## config.mk

```make
export PLATFORM = sky130hd
export DESIGN_NAME = bpa_core
export DESIGN_NICKNAME = d
export VERILOG_FILES = /design/src/hw/rtl/bpa_pkg.sv /design/src/hw/rtl/bpa_core.sv
export SDC_FILE = /design/constraint.sdc
export NUM_CORES = 1
export LEC_CHECK = 0
export BUFFER_PORTS_ARGS = -buffer_cell sky130_fd_sc_hd__buf_2
export CAP_MARGIN = 25
export CORE_MARGIN = 8
export CORE_UTILIZATION = 31
export DETAILED_ROUTE_END_ITERATION = 8
export SYNTH_ARGS = -nofsm -noshare
export SYNTH_HDL_FRONTEND = slang
export SYNTH_SLANG_ARGS = --single-unit
export TNS_END_PERCENT = 1
```

## constraint.sdc

```tcl
create_clock -name clock -period 7.65 [get_ports clock]
set_clock_uncertainty 0.05 [all_clocks]
set_input_delay 0.3825 -clock clock [delete_from_list [all_inputs] [get_ports clock]]
set_output_delay 0.3825 -clock clock [all_outputs]
set_load 0.005 [all_outputs]
```

## src/hw/rtl/bpa_pkg.sv

```systemverilog
`timescale 1ns / 1ps

package bpa_pkg;

   localparam int REQ_SIZE_W  = 32;
   localparam int BLOCK_ID_W  = 32;
   localparam int GRANT_W     = 6;
   localparam int OUT_ADDR_W  = 48;
   localparam int SIZE_W      = 33;
   localparam int PAD_W       = 6;
   localparam int PAD_NEED_W  = 34;
   localparam int LEFT_W      = 41;
   localparam int POOL_W      = 40;
   localparam int CSR_INDEX_W = 2;
   localparam int CSR_DATA_W  = 48;

   localparam logic [LEFT_W-1:0] POOL_RESET_BYTES = 41'd104857600;
   localparam logic [SIZE_W-1:0] ROUND_ADD        = 33'd63;
   localparam logic [SIZE_W-1:0] ALIGN_MASK       = ~33'd31;

   localparam logic [1:0] MODE_ALLOC = 2'd0;
   localparam logic [1:0] MODE_FREE  = 2'd1;
   localparam logic [1:0] MODE_GET   = 2'd2;

   localparam logic [CSR_INDEX_W-1:0] CSR_BASE_ADDRESS = 2'd0;
   localparam logic [CSR_INDEX_W-1:0] CSR_POOL_BYTES   = 2'd1;

   typedef enum logic [1:0] {
      STATUS_OK         = 2'd0,
      STATUS_EXHAUSTED  = 2'd1,
      STATUS_NEG_ID     = 2'd2,
      STATUS_UNKNOWN_ID = 2'd3
   } status_type;

   typedef enum logic [2:0] {
      ST_IDLE,
      ST_DECODE,
      ST_SCAN,
      ST_CARVE_PREP,
      ST_CARVE_DONE,
      ST_CHECK
   } state_type;

   typedef struct packed {
      logic [1:0]                   mode;
      logic [REQ_SIZE_W-1:0]        request_size;
      logic signed [BLOCK_ID_W-1:0] block_id;
   } req_type;

   typedef struct packed {
      status_type              status;
      logic [GRANT_W-1:0]      granted_id;
      logic [OUT_ADDR_W-1:0]   block_address;
   } rsp_type;

   typedef struct packed {
      logic                  wr_base;
      logic                  wr_pool;
      logic [CSR_DATA_W-1:0] data;
   } cfg_write_type;

   typedef struct packed {
      logic rd_en;
      logic wr_use;
      logic wr_full;
      logic use_val;
   } mem_ctl_type;

endpackage

```

## src/hw/rtl/bpa_core.sv

```systemverilog
`timescale 1ns / 1ps

module bpa_core
   import bpa_pkg::*;
#(
   parameter int MAX_BLOCKS   = 64,
   parameter int ADDRESS_BITS = 48,
   localparam int IDX_W = $clog2(MAX_BLOCKS),
   localparam int NBN_W = $clog2(MAX_BLOCKS + 1)
) (
   input  logic                    clock,
   input  logic                    reset,
   input  logic                    start,
   input  req_type                 req,
   output logic                    busy,
   input  cfg_write_type           cfg,
   output mem_ctl_type             mem_ctl,
   output logic [IDX_W-1:0]        rd_idx,
   output logic [IDX_W-1:0]        wr_idx,
   output logic [SIZE_W-1:0]       wr_size,
   output logic [ADDRESS_BITS-1:0] wr_start,
   input  logic                    rd_use,
   input  logic [SIZE_W-1:0]       rd_size,
   input  logic [ADDRESS_BITS-1:0] rd_start,
   output logic                    rsp_valid,
   output rsp_type                 rsp
);

   localparam int ADDR_W = ADDRESS_BITS;

   state_type             state_ff, state_in;
   logic [NBN_W-1:0]      nbn_ff, nbn_in;
   logic [ADDR_W-1:0]     bump_ff, bump_in;
   logic [LEFT_W-1:0]     left_ff, left_in;
   logic                  rsp_valid_ff, rsp_valid_in;
   logic                  issued_ff, issued_in;

   logic [1:0]            mode_ff, mode_in;
   logic [SIZE_W-1:0]     need_ff, need_in;
   logic [BLOCK_ID_W-1:0] id_ff, id_in;
   logic [NBN_W-1:0]      scan_idx_ff, scan_idx_in;
   logic [IDX_W-1:0]      chk_idx_ff, chk_idx_in;
   logic [PAD_NEED_W-1:0] pad_need_ff, pad_need_in;
   logic [ADDR_W-1:0]     start_ff, start_in;
   rsp_type               rsp_ff, rsp_in;

   logic [PAD_W-1:0]      pad;
   logic                  hit;

   function automatic rsp_type make_rsp(status_type st, logic [GRANT_W-1:0] gid,
                                        logic [OUT_ADDR_W-1:0] addr);
      rsp_type r;
      r.status        = st;
      r.granted_id    = gid;
      r.block_address = addr;
      return r;
   endfunction

   always_ff @(posedge clock) begin
      if (reset) begin
         state_ff     <= ST_IDLE;
         nbn_ff       <= '0;
         bump_ff      <= '0;
         left_ff      <= POOL_RESET_BYTES;
         rsp_valid_ff <= 1'b0;
         issued_ff    <= 1'b0;
      end else begin
         state_ff     <= state_in;
         nbn_ff       <= nbn_in;
         bump_ff      <= bump_in;
         left_ff      <= left_in;
         rsp_valid_ff <= rsp_valid_in;
         issued_ff    <= issued_in;
      end
   end

   always_ff @(posedge clock) begin
      mode_ff     <= mode_in;
      need_ff     <= need_in;
      id_ff       <= id_in;
      scan_idx_ff <= scan_idx_in;
      chk_idx_ff  <= chk_idx_in;
      pad_need_ff <= pad_need_in;
      start_ff    <= start_in;
      rsp_ff      <= rsp_in;
   end

   assign pad = -bump_ff[PAD_W-1:0];
   assign hit = issued_ff && !rd_use && (rd_size >= need_ff);

   always_comb begin
      state_in     = state_ff;
      nbn_in       = nbn_ff;
      bump_in      = bump_ff;
      left_in      = left_ff;
      rsp_valid_in = 1'b0;
      issued_in    = issued_ff;
      mode_in      = mode_ff;
      need_in      = need_ff;
      id_in        = id_ff;
      scan_idx_in  = scan_idx_ff;
      chk_idx_in   = chk_idx_ff;
      pad_need_in  = pad_need_ff;
      start_in     = start_ff;
      rsp_in       = rsp_ff;
      mem_ctl      = '0;
      rd_idx       = '0;
      wr_idx       = '0;
      wr_size      = need_ff;
      wr_start     = start_ff;

      // reload the bump pointer and space left until the first block exists
      if (cfg.wr_base && (nbn_ff == '0)) begin
         bump_in = ADDR_W'(cfg.data);
      end
      if (cfg.wr_pool && (nbn_ff == '0)) begin
         left_in = LEFT_W'(cfg.data[POOL_W-1:0]);
      end

      unique case (state_ff)
         ST_IDLE: begin
            if (start) begin
               mode_in  = req.mode;
               need_in  = (SIZE_W'(req.request_size) + ROUND_ADD) & ALIGN_MASK;
               id_in    = req.block_id;
               state_in = ST_DECODE;
            end
         end
         ST_DECODE: begin
            unique case (mode_ff) inside
               MODE_ALLOC: begin
                  scan_idx_in = '0;
                  issued_in   = 1'b0;
                  state_in    = ST_SCAN;
               end
               MODE_FREE, MODE_GET: begin
                  if (id_ff[BLOCK_ID_W-1]) begin
                     rsp_valid_in = 1'b1;
                     rsp_in       = make_rsp(STATUS_NEG_ID, '0, '0);
                     state_in     = ST_IDLE;
                  end else if (id_ff >= BLOCK_ID_W'(nbn_ff)) begin
                     rsp_valid_in = 1'b1;
                     rsp_in       = make_rsp(STATUS_UNKNOWN_ID, '0, '0);
                     state_in     = ST_IDLE;
                  end else begin
                     mem_ctl.rd_en = 1'b1;
                     rd_idx        = id_ff[IDX_W-1:0];
                     state_in      = ST_CHECK;
                  end
               end
               default: begin
                  rsp_valid_in = 1'b1;
                  rsp_in       = make_rsp(STATUS_OK, '0, '0);
                  state_in     = ST_IDLE;
               end
            endcase
         end
         ST_SCAN: begin
            if (hit) begin
               mem_ctl.wr_use  = 1'b1;
               mem_ctl.use_val = 1'b1;
               wr_idx          = chk_idx_ff;
               issued_in       = 1'b0;
               rsp_valid_in    = 1'b1;
               rsp_in          = make_rsp(STATUS_OK, GRANT_W'(chk_idx_ff),
                                          OUT_ADDR_W'(rd_start));
               state_in        = ST_IDLE;
            end else if (scan_idx_ff < nbn_ff) begin
               mem_ctl.rd_en = 1'b1;
               rd_idx        = scan_idx_ff[IDX_W-1:0];
               chk_idx_in    = scan_idx_ff[IDX_W-1:0];
               issued_in     = 1'b1;
               scan_idx_in   = NBN_W'(scan_idx_ff + 1'b1);
            end else begin
               issued_in = 1'b0;
               state_in  = ST_CARVE_PREP;
            end
         end
         ST_CARVE_PREP: begin
            pad_need_in = PAD_NEED_W'(need_ff) + PAD_NEED_W'(pad);
            start_in    = bump_ff + ADDR_W'(pad);
            state_in    = ST_CARVE_DONE;
         end
         ST_CARVE_DONE: begin
            rsp_valid_in = 1'b1;
            state_in     = ST_IDLE;
            if ((nbn_ff >= NBN_W'(MAX_BLOCKS)) || (left_ff <= LEFT_W'(pad_need_ff))) begin
               rsp_in = make_rsp(STATUS_EXHAUSTED, '0, '0);
            end else begin
               mem_ctl.wr_use  = 1'b1;
               mem_ctl.wr_full = 1'b1;
               mem_ctl.use_val = 1'b1;
               wr_idx          = nbn_ff[IDX_W-1:0];
               nbn_in          = NBN_W'(nbn_ff + 1'b1);
               bump_in         = start_ff + ADDR_W'(need_ff);
               left_in         = left_ff - LEFT_W'(pad_need_ff);
               rsp_in          = make_rsp(STATUS_OK, GRANT_W'(nbn_ff),
                                          OUT_ADDR_W'(start_ff));
            end
         end
         ST_CHECK: begin
            rsp_valid_in = 1'b1;
            state_in     = ST_IDLE;
            if (!rd_use) begin
               rsp_in = make_rsp(STATUS_UNKNOWN_ID, '0, '0);
            end else if (mode_ff == MODE_FREE) begin
               mem_ctl.wr_use  = 1'b1;
               mem_ctl.use_val = 1'b0;
               wr_idx          = id_ff[IDX_W-1:0];
               rsp_in          = make_rsp(STATUS_OK, '0, '0);
            end else begin
               rsp_in = make_rsp(STATUS_OK, '0, OUT_ADDR_W'(rd_start));
            end
         end
         default: begin
            state_in = ST_IDLE;
         end
      endcase
   end

   assign busy      = (state_ff != ST_IDLE);
   assign rsp_valid = rsp_valid_ff;
   assign rsp       = rsp_ff;

`ifndef SYNTH
   a_rsp_single: assert property (@(posedge clock) disable iff (reset)
      rsp_valid_ff |=> !rsp_valid_ff)
      else $error("result strobe held for more than one cycle");

   a_busy_after_start: assert property (@(posedge clock) disable iff (reset)
      $rose(busy) |-> $past(start))
      else $error("busy rose without a start transfer");

   a_nbn_bound: assert property (@(posedge clock) disable iff (reset)
      nbn_ff <= NBN_W'(MAX_BLOCKS))
      else $error("block counter past pool limit");

   a_nbn_step: assert property (@(posedge clock) disable iff (reset)
      !$stable(nbn_ff) |-> (nbn_ff == NBN_W'($past(nbn_ff) + 1'b1)))
      else $error("block counter moved by other than one");

   a_err_fields_zero: assert property (@(posedge clock) disable iff (reset)
      (rsp_valid_ff && (rsp_ff.status != STATUS_OK)) |->
         ((rsp_ff.granted_id == '0) && (rsp_ff.block_address == '0)))
      else $error("error result carries nonzero fields");
`endif

endmodule

```

**Word level (Yosys, flattened, before mapping)**

Cells that the tools add are included.

- Flip-flop bits (word level): 314
- Input bits: 201
- Output and inout bits: 155

- Add/subtract/negate cells: 8
- $lt $le $gt $ge: 5
- Equal/unequal tests: 15
- Mux-type cells: 55
- Bitwise gates (word level): 2
- Reductions and logical operators: 21

Operators with widths:

| kind | number |
|---|---|
| 56-bit 2-to-1 mux | 4 |
| 56-bit one-hot mux with 4 select lines | 1 |
| 48-bit 2-to-1 mux | 4 |
| 41-bit 2-to-1 mux | 3 |
| 56-bit one-hot mux with 2 select lines | 1 |
| 55-bit 2-to-1 mux | 1 |
| 6-bit 2-to-1 mux | 9 |
| 48-bit by 33-bit adder with 48-bit output | 1 |
| 48-bit by 6-bit adder with 48-bit output | 1 |
| 41-bit by 34-bit less-or-equal comparator with 1-bit output | 1 |
| 41-bit by 34-bit subtractor with 41-bit output | 1 |
| 33-bit by 6-bit adder with 34-bit output | 1 |
| 32-bit by 6-bit adder with 33-bit output, second input constant | 1 |
| 33-bit greater-or-equal comparator | 1 |
| 32-bit by 7-bit greater-or-equal comparator with 1-bit output | 1 |
| 7-bit 2-to-1 mux | 3 |
| 3-bit 2-to-1 mux | 6 |
| 6-bit one-hot mux with 3 select lines | 1 |
| 7-bit by 1-bit adder with 7-bit output, second input constant | 2 |
| 7-bit one-hot mux with 2 select lines | 1 |
| 1-bit 2-to-1 mux | 12 |
| 2-bit inequality test, second input constant | 6 |
| 3-bit one-hot mux with 4 select lines | 1 |
| 6-bit one-hot mux with 2 select lines | 1 |
| other kinds (27) | 42 |

**Depth between registers and ports, before layout**

Gate-level depths: netlist (run 1).

- Depth in word-level cells: 5
- Gate-level depth with buffers: 15
- Gate-level depth less buffers: 13

**Least setup slack after synthesis (run 1)**

Ideal clock, no wire load.

- Path kind: register -> register
- Start point: reg id_ff[0]
- End point: reg rsp_ff (netlist bit rsp[0]), enable pin
- Library setup time: 0.547 ns
- Arrival: 5.578 ns
- Required time: 7.053 ns
- Slack: 1.475 ns
- Cell stages (with the launch flop): 11
- Cells stage by stage: edfxtp_1 > inv_1 > ha_1 > nand2b_1 > a21o_1 > a21o_1 > a21o_1 > a21oi_1 > o31ai_1 > a31oi_1 > o21ai_0

- Word-level cells in the longest chain between the ends: 3

Ends and longest elaborated chain:

| element | line | source |
|---|---|---|
| from (decl) | bpa_core.sv:40 | `logic [BLOCK_ID_W-1:0] id_ff, id_in;` |
| from (signal assigned) | bpa_core.sv:80 | `id_ff <= id_in;` |
| 32-bit by 7-bit greater-or-equal comparator with 1-bit output | bpa_core.sv:141 | `end else if (id_ff >= BLOCK_ID_W'(nbn_ff)) begin` |
| 4-bit inequality test (no source line) | -- |  |
| 4-bit AND reduction (no source line) | -- |  |
| to (signal assigned) | bpa_core.sv:85 | `rsp_ff <= rsp_in;` |
| to (decl) | bpa_core.sv:45 | `rsp_type rsp_ff, rsp_in;` |

Every way passes these cells.
A chain may end at the register's enable or synchronous reset.

==> summary.txt, run 1 <==
Clock tree
  • Worst-path clk slew: 0.06 ns
  • Root Driver: clkbuf_16
  • H-tree depth: 2
  • CTS tree: done
  • CTS sink cnt: 313
  • Clk_lat worst skew: 0.57 ns
  • Deepest clock path buffer count: 3
  • Total CTS buffers: 40

GRT
  • First-pass GRT wire length: 99.2 mm
  • Initial antenna violation count: 17
  • Number of global-route vias before repair: 16900
  • Grt ovf: 0
  • GRT Total Usage: 18.0%
  • Pin count of the biggest net entering global routing: 77

Critical path
  • CP startpoint kind: flip-flop
  • Family with the most delay on the worst path: buffers and inverters
  • WP depth: 12
  • Crit path kind: reg -> out
  • Slowest library cell on the worst path: nand3_4
  • Bufs and invs on worst path: 5
  • Crit path cell chain: inv_1, ha_1, a21oi_1, o21a_1, o311ai_4, nor2_1, a2bb2oi_2, nand3_4, inv_4, buf_16, buf_4, buf_2
  • Crit path max fanout: 58
  • Worst Path Required: 7.22 ns
  • Largest stage delay, worst path: 0.59 ns
  • Element type at the critical path end: primary output
  • CP arrival: 4.74 ns
  • Worst reg-to-reg path cell count: 13

Floorplan
  • Initial Utilization: 31.1%
  • Die H: 264 um
  • I/O pin cnt: 356
  • Rows: 91
  • Die area: 69500 um2
  • Die Wd: 264 um
  • Core area: 61100 um2

STA
  • Slew at the pin closest to its max-slew limit: 1.03 ns
  • Tcrit/Tclk final: 67.7%
  • Worst slew margin relative to its limit: 31.1%
  • Slew Viols, Final: 0
  • Maximum clock rate: 0.193 GHz
  • Setup TNS: 0 ns
  • Fin crit period: 5.18 ns
  • RSZ-0062 raised after global routing: false
  • Setup violators final: 0
  • Final hold viol count: 0

Synth
  • Post-synth top area share: 33.5%
  • Netlist Area Pre-Place: 19000 um2
  • Synth unique cells: 89
  • Sequential fraction of the synthesis area: 44.1%
  • Top FF cell, synth: edfxtp_1
  • Cell count after synthesis: 1942
  • Syn_area_per_cell: 9.79 um2
  • Async S/R FF share, synth: 0%
  • Ys Warns: 0
  • Post-synth EDFFs: 212
  • Synth area leader: edfxtp_1
  • Post-synthesis register bit count: 313
  • Top post-synthesis cells by count: 212 x edfxtp_1, 207 x nand2_1, 133 x nor2_1
  • Top post-synthesis cells by area: edfxtp_1 33%, dfxtp_1 11%, ha_1 7.7%
  • Top-count cell post-synth: edfxtp_1

Power and ir drop
  • Pwr dens: 196 nW/um2
  • Combinational Power Share: 14.2%
  • Clock power frac: 42.4%
  • Sequential power share: 43.4%
  • VDD IR max: 0.000124 V
  • P_leak: 9.61 nW
  • Switching pwr: 0.00122 W
  • Internal power: 0.00333 W
  • Sw frac: 26.8%

Hold path
  • Worst hold stages: 2
  • Hold Path Class: in -> reg

Final layout
  • Final core utilization: 37.9%
  • Fill cell count: 6076
  • Final net count: 2616
  • Area grow syn2layout: 22.0%
  • Share of cells above drive strength 1: 20.4%

Detailed routing
  • Routed via count: 16500
  • Drt wl/cell: 20.9 um
  • # DRC: 0
  • Drt pass-1 iters: 7
  • Post-route ant nets: 0
  • Routed vias/inst: 5.27
  • Initial DRC Count: 1017
  • Drt total wl: 65.3 mm

Place
  • Port buffer count: 349
  • Global placer's final weighted congestion: 0.919
  • Dpl hpwl: 48.2 mm

Job
  • Max cap viols: 0

Outcome
  • Outcome: finished clean
-- metrics by stage --
stage | instance area, um2 | cells | worst slack [ns] | total power (W) | hold slack (ns)
after floorplan | 19000 | 1947 | 1.47 | 0.00240 | 0.403
after global placement | 21500 | 3009 | 2.88 | 0.00262 | 0.421
after detailed placement | 21500 | 3009 | 2.77 | 0.00263 | 0.429
after CTS | 23100 | 3117 | 2.14 | 0.00460 | 0.0121
after global routing | 23200 | 3124 | 2.14 | 0.00473 | 0.0352
final | 23200 | 3127 | 2.47 | 0.00454 | 0.0524
-- flip-flops by register name (all words and copies together), names as in the netlist, 7 cells and up --
| name | flops |
|---|---|
| id_ff | 32 |
| bump_ff | 48 |
| nbn_ff | 7 |
| wr_start | 47 |
| scan_idx_ff | 7 |
| left_ff | 41 |
| rsp | 56 |
| wr_size | 28 |
| pad_need_ff | 34 |
-- cells in the final DEF (no fill, tap or decap), types with 13 or more instances in the layout --
cell,n
a211oi_1,32
a21o_1,46
a21oi_1,107
a22o_1,50
a311oi_1,27
a31oi_1,18
and3_1,37
buf_2,349
buf_4,13
clkbuf_16,42
dfxtp_1,101
dlygate4sd3_1,34
edfxtp_1,212
ha_1,117
inv_1,109
mux2i_1,34
nand2_1,206
nand3_1,59
nand4_1,48
nor2_1,132
nor2b_1,17
nor3_1,36
nor4_1,14
o211ai_1,13
o21a_1,17
o21ai_0,68
o21bai_1,14
xnor2_1,122
xor2_1,50
-- cells by family (layout without fill, tap and decap cells) --
logic type	after synthesis	after routing	synth area share [%]
muxes	41	41	2.20
other	1	15	0.0197
xor gates and xnor gates	172	172	7.92
and+or+nand+nor	628	628	16.2
buffers and inverters	200	581	4.47
DFF	313	313	44.1
AOI/OAI and AO/OA	468	468	17.2
adders and majority gates	119	119	7.91
-- final cells by class --
class / instances / area [um2] / share of cell area [%]
diodes: 9 / 22.5 / 0.0971
multi-input cells: 1434 / 9840 / 42.4
flip-flops and latches: 313 / 8390 / 36.2
clock buffers: 61 / 1230 / 5.31
repair buffers: 397 / 2210 / 9.54
well taps: 790 / 988 / 4.26
inverters: 110 / 415 / 1.79
clock inverters: 13 / 104 / 0.448
-- power groups by stage --
stage	sequential (W)	combinational [W]	clock, W
global route	0.00198	0.000715	0.00204
detailed placement	0.00201	0.000628	0
CTS	0.00197	0.000647	0.00198
floorplan	0.00199	0.000405	0
finish	0.00197	0.000646	0.00193
global placement	0.00200	0.000617	0
-- what timing repair did --
| item | CTS | global route |
|---|---|---|
| buffers inserted | 0 | 0 |
| gates resized for setup | 0 | 0 |
| hold buffers | 34 | 0 |
| hold endpoints to repair | 34 | 0 |
-- worst paths after layout --
| path | start | end | slack [ns] |
|---|---|---|---|
| max | pad_need_ff[26] | mem_ctl[1] | 2.47 |
| min | rd_start[27] | rsp[27] | 0.05 |
| max reg2reg | pad_need_ff[26] | left_ff[39] | 3.01 |
| min reg2reg | left_ff[35] | left_ff[35] | 0.44 |
-- worst register-to-register path: cells and delay by family, from the launching register on --
family / cells / cell delay, ns
buffers and inverters: 4 / 1.59
AO/OA/AOI/OAI: 5 / 1.29
AND/OR/NAND/NOR: 3 / 0.85
adder cells (fa/ha/maj): 1 / 0.41
flip-flops: 1 / 0.34
-- per-layer routing --
layer / global-route usage, % / routed length, um / part of all wire, %
met5: 0 / 86 / 0.13
met4: 7.23 / 1970 / 3.0
met3: 3.77 / 4160 / 6.4
met2: 29.9 / 30700 / 47
met1: 22.8 / 28300 / 43
No activity file was read; power rests on OpenSTA's default activity.
==> inputs of run 2 (changes only) <==
==> constraint.sdc (replaced) <==
create_clock -name clock -period 4.55 [get_ports clock]
set_clock_uncertainty 0.05 [all_clocks]
set_input_delay 0.2275 -clock clock [delete_from_list [all_inputs] [get_ports clock]]
set_output_delay 0.2275 -clock clock [all_outputs]
set_load 0.005 [all_outputs]
==> run 2 against run 1 <==
Net effect: core utilization rose by 2.2 points; cell area rose by 5.8%; routed wire length increased by 2.0%; critical endpoint is now mem_ctl[3].
==> summary.txt, run 2 (same netlist as run 1, synthesis figures left out) <==
Outcome
  • Outcome: finished clean

GRT
  • Grt ovf: 0 (unchanged)
  • GRT Total Usage: 18.5% (+0.42 points)
  • Number of global-route vias before repair: 17500 (+3.2%)
  • Initial antenna violation count: 6 (-11)
  • Pin count of the biggest net entering global routing: 132 (+71%)
  • First-pass GRT wire length: 102 mm (+3.2%)

Detailed routing
  • Drt pass-1 iters: 5 (-2)
  • Routed via count: 17100 (+3.7%)
  • Drt wl/cell: 20.4 um (-2.1%)
  • Drt total wl: 66.6 mm (+2.0%)
  • Initial DRC Count: 1015 (-0.20%)
  • Routed vias/inst: 5.25 (-0.47%)
  • # DRC: 0 (unchanged)
  • Post-route ant nets: 0 (unchanged)

STA
  • Fin crit period: 4.22 ns
  • Setup violators final: 0 (unchanged)
  • Slew Viols, Final: 0 (unchanged)
  • RSZ-0062 raised after global routing: false
  • Maximum clock rate: 0.237 GHz
  • Worst slew margin relative to its limit: 34.1% (+3.0 points)
  • Final hold viol count: 0 (unchanged)
  • Tcrit/Tclk final: 92.7%
  • Slew at the pin closest to its max-slew limit: 0.989 ns (-0.0437 ns)

Clock tree
  • Worst-path clk slew: 0.06 ns (about the same)
  • Clk_lat worst skew: 0.56 ns (about the same)
  • H-tree depth: 2 (unchanged)
  • CTS sink cnt: 313 (unchanged)
  • CTS tree: done
  • Root Driver: clkbuf_16
  • Postcts setup bufs: 0 (unchanged)
  • Total CTS buffers: 41 (+2.5%)
  • Deepest clock path buffer count: 3 (unchanged)

Job
  • Max cap viols: 0 (unchanged)

Final layout
  • Final net count: 2751 (+5.2%)
  • Post-Layout Cell Count: 3258 (+4.2%)
  • Commonest non-fill, non-tap cell in the layout: buf_2
  • Area grow syn2layout: 29.1%
  • Share of cells above drive strength 1: 19.7% (-0.71 points)
  • Max reg flops: 56 (unchanged)
  • Commonest non-fill, non-tap cells in the layout: 349 x buf_2, 212 x edfxtp_1, 206 x nand2_1

Critical path
  • R2r endpoint: rsp[7]
  • Worst reg2reg path startpoint: wr_size[5]
  • Element type at the critical path end: primary output
  • CP endpoint: mem_ctl[3]
  • Critical path launch point: wr_size[5]
  • R2R Setup Slk: 0.68 ns (-2.33 ns)
  • CP startpoint kind: flip-flop
  • CP arrival: 3.94 ns (-0.80 ns)
  • Crit path max fanout: 11 (-81%)
  • Worst reg-to-reg path cell count: 11 (-2)
  • Crit path kind: reg -> out
  • Worst Path Required: 4.27 ns (-2.95 ns)

Power and ir drop
  • Tot Pwr: 0.00776 W (+71%)
  • Pwr dens: 316 nW/um2 (+62%)
  • P_leak: 10.2 nW (+5.9%)
  • VDD IR max: 0.000211 V (+70%)

Place
  • Dpl hpwl: 49.5 mm (+2.9%)
  • Global placer's final weighted congestion: 0.893 (-2.9%)
  • Placed cell count: 3021 (+0.40%)
  • Port buffer count: 349 (unchanged)

Hold path
  • Worst hold stages: 5 (+3)
  • Hold Path Class: in -> reg

Floorplan
  • Die area: 69500 um2 (unchanged)
  • Die H: 264 um (unchanged)
  • I/O pin cnt: 356 (unchanged)
  • Rows: 91 (unchanged)
  • Initial Utilization: 31.1% (unchanged)
  • Core area: 61100 um2 (unchanged)
  • Die Wd: 264 um (unchanged)
[run 2: critical path: stages (launching register included)]
cell	delay, ns
edfxtp_1	0.44
ha_1	0.31
or4b_1	0.42
o31ai_1	0.24
a21oi_1	0.14
o21ai_1	0.22
a21oi_1	0.20
o21ai_1	0.41
o311ai_4	0.22
and3_2	0.33
or2_2	0.31
buf_2	0.13
[run 2: per-stage QoR]
step	util (%)	worst slack [ns]	hold WS (ns)	setup TNS, ns	instance area [um2]
final	40.1	0.331	0.0342	0	24500
after global placement	35.3	0.639	0.355	0	21600
after floorplan	-	-0.117	0.276	-6.57	19000
after detailed placement	35.3	0.508	0.356	0	21600
after global routing	40.1	0.113	0.0340	0	24500
after CTS	40.1	0.123	0.00143	0	24500
[run 2: power breakdown]
| group | internal (W) | total, W | switching (W) |
|---|---|---|---|
| combinational | 0.000537 | 0.00119 | 0.000648 |
| clock | 0.00194 | 0.00327 | 0.00132 |
| sequential | 0.00320 | 0.00331 | 0.000114 |
| total | 0.00568 | 0.00776 | 0.00209 |
[run 2: timing repair]
action | CTS | global route
endpoints found under the hold margin | 175 | 0
gates resized for setup | 1 | 1
endpoints found under the setup margin | 6 | 4
hold buffers | 157 | 0
[run 2: how the worst min path moves through the flow]
stage	slack (ns)	start	to
final	0.03	cfg[46]	bump_ff[46]
after global routing	0.03	cfg[46]	bump_ff[46]
after CTS	0.001	cfg[46]	bump_ff[46]
after detailed placement	0.36	req[28]	id_ff[28]
after global placement	0.36	req[5]	id_ff[5]
after floorplan	0.28	req[0]	id_ff[0]
[run 2: final cells by class]
class                      count  area (um2)
fill                        5961       36600
multi-input combinational   1434        9840
sequential                   313        8390
timing repair buffer         531        3560
clock buffer                  55        1140
tap                          790         988
inverter                     110         415
clock inverter                20         198
antenna                        5        12.5
[run 2: routing by layer]
metal | part of all wire [%] | track usage, %
met2 | 47 | 30.5
met3 | 6.9 | 3.63
met4 | 3.1 | 6.70
met1 | 43 | 23.8
met5 | 0.020 | 0
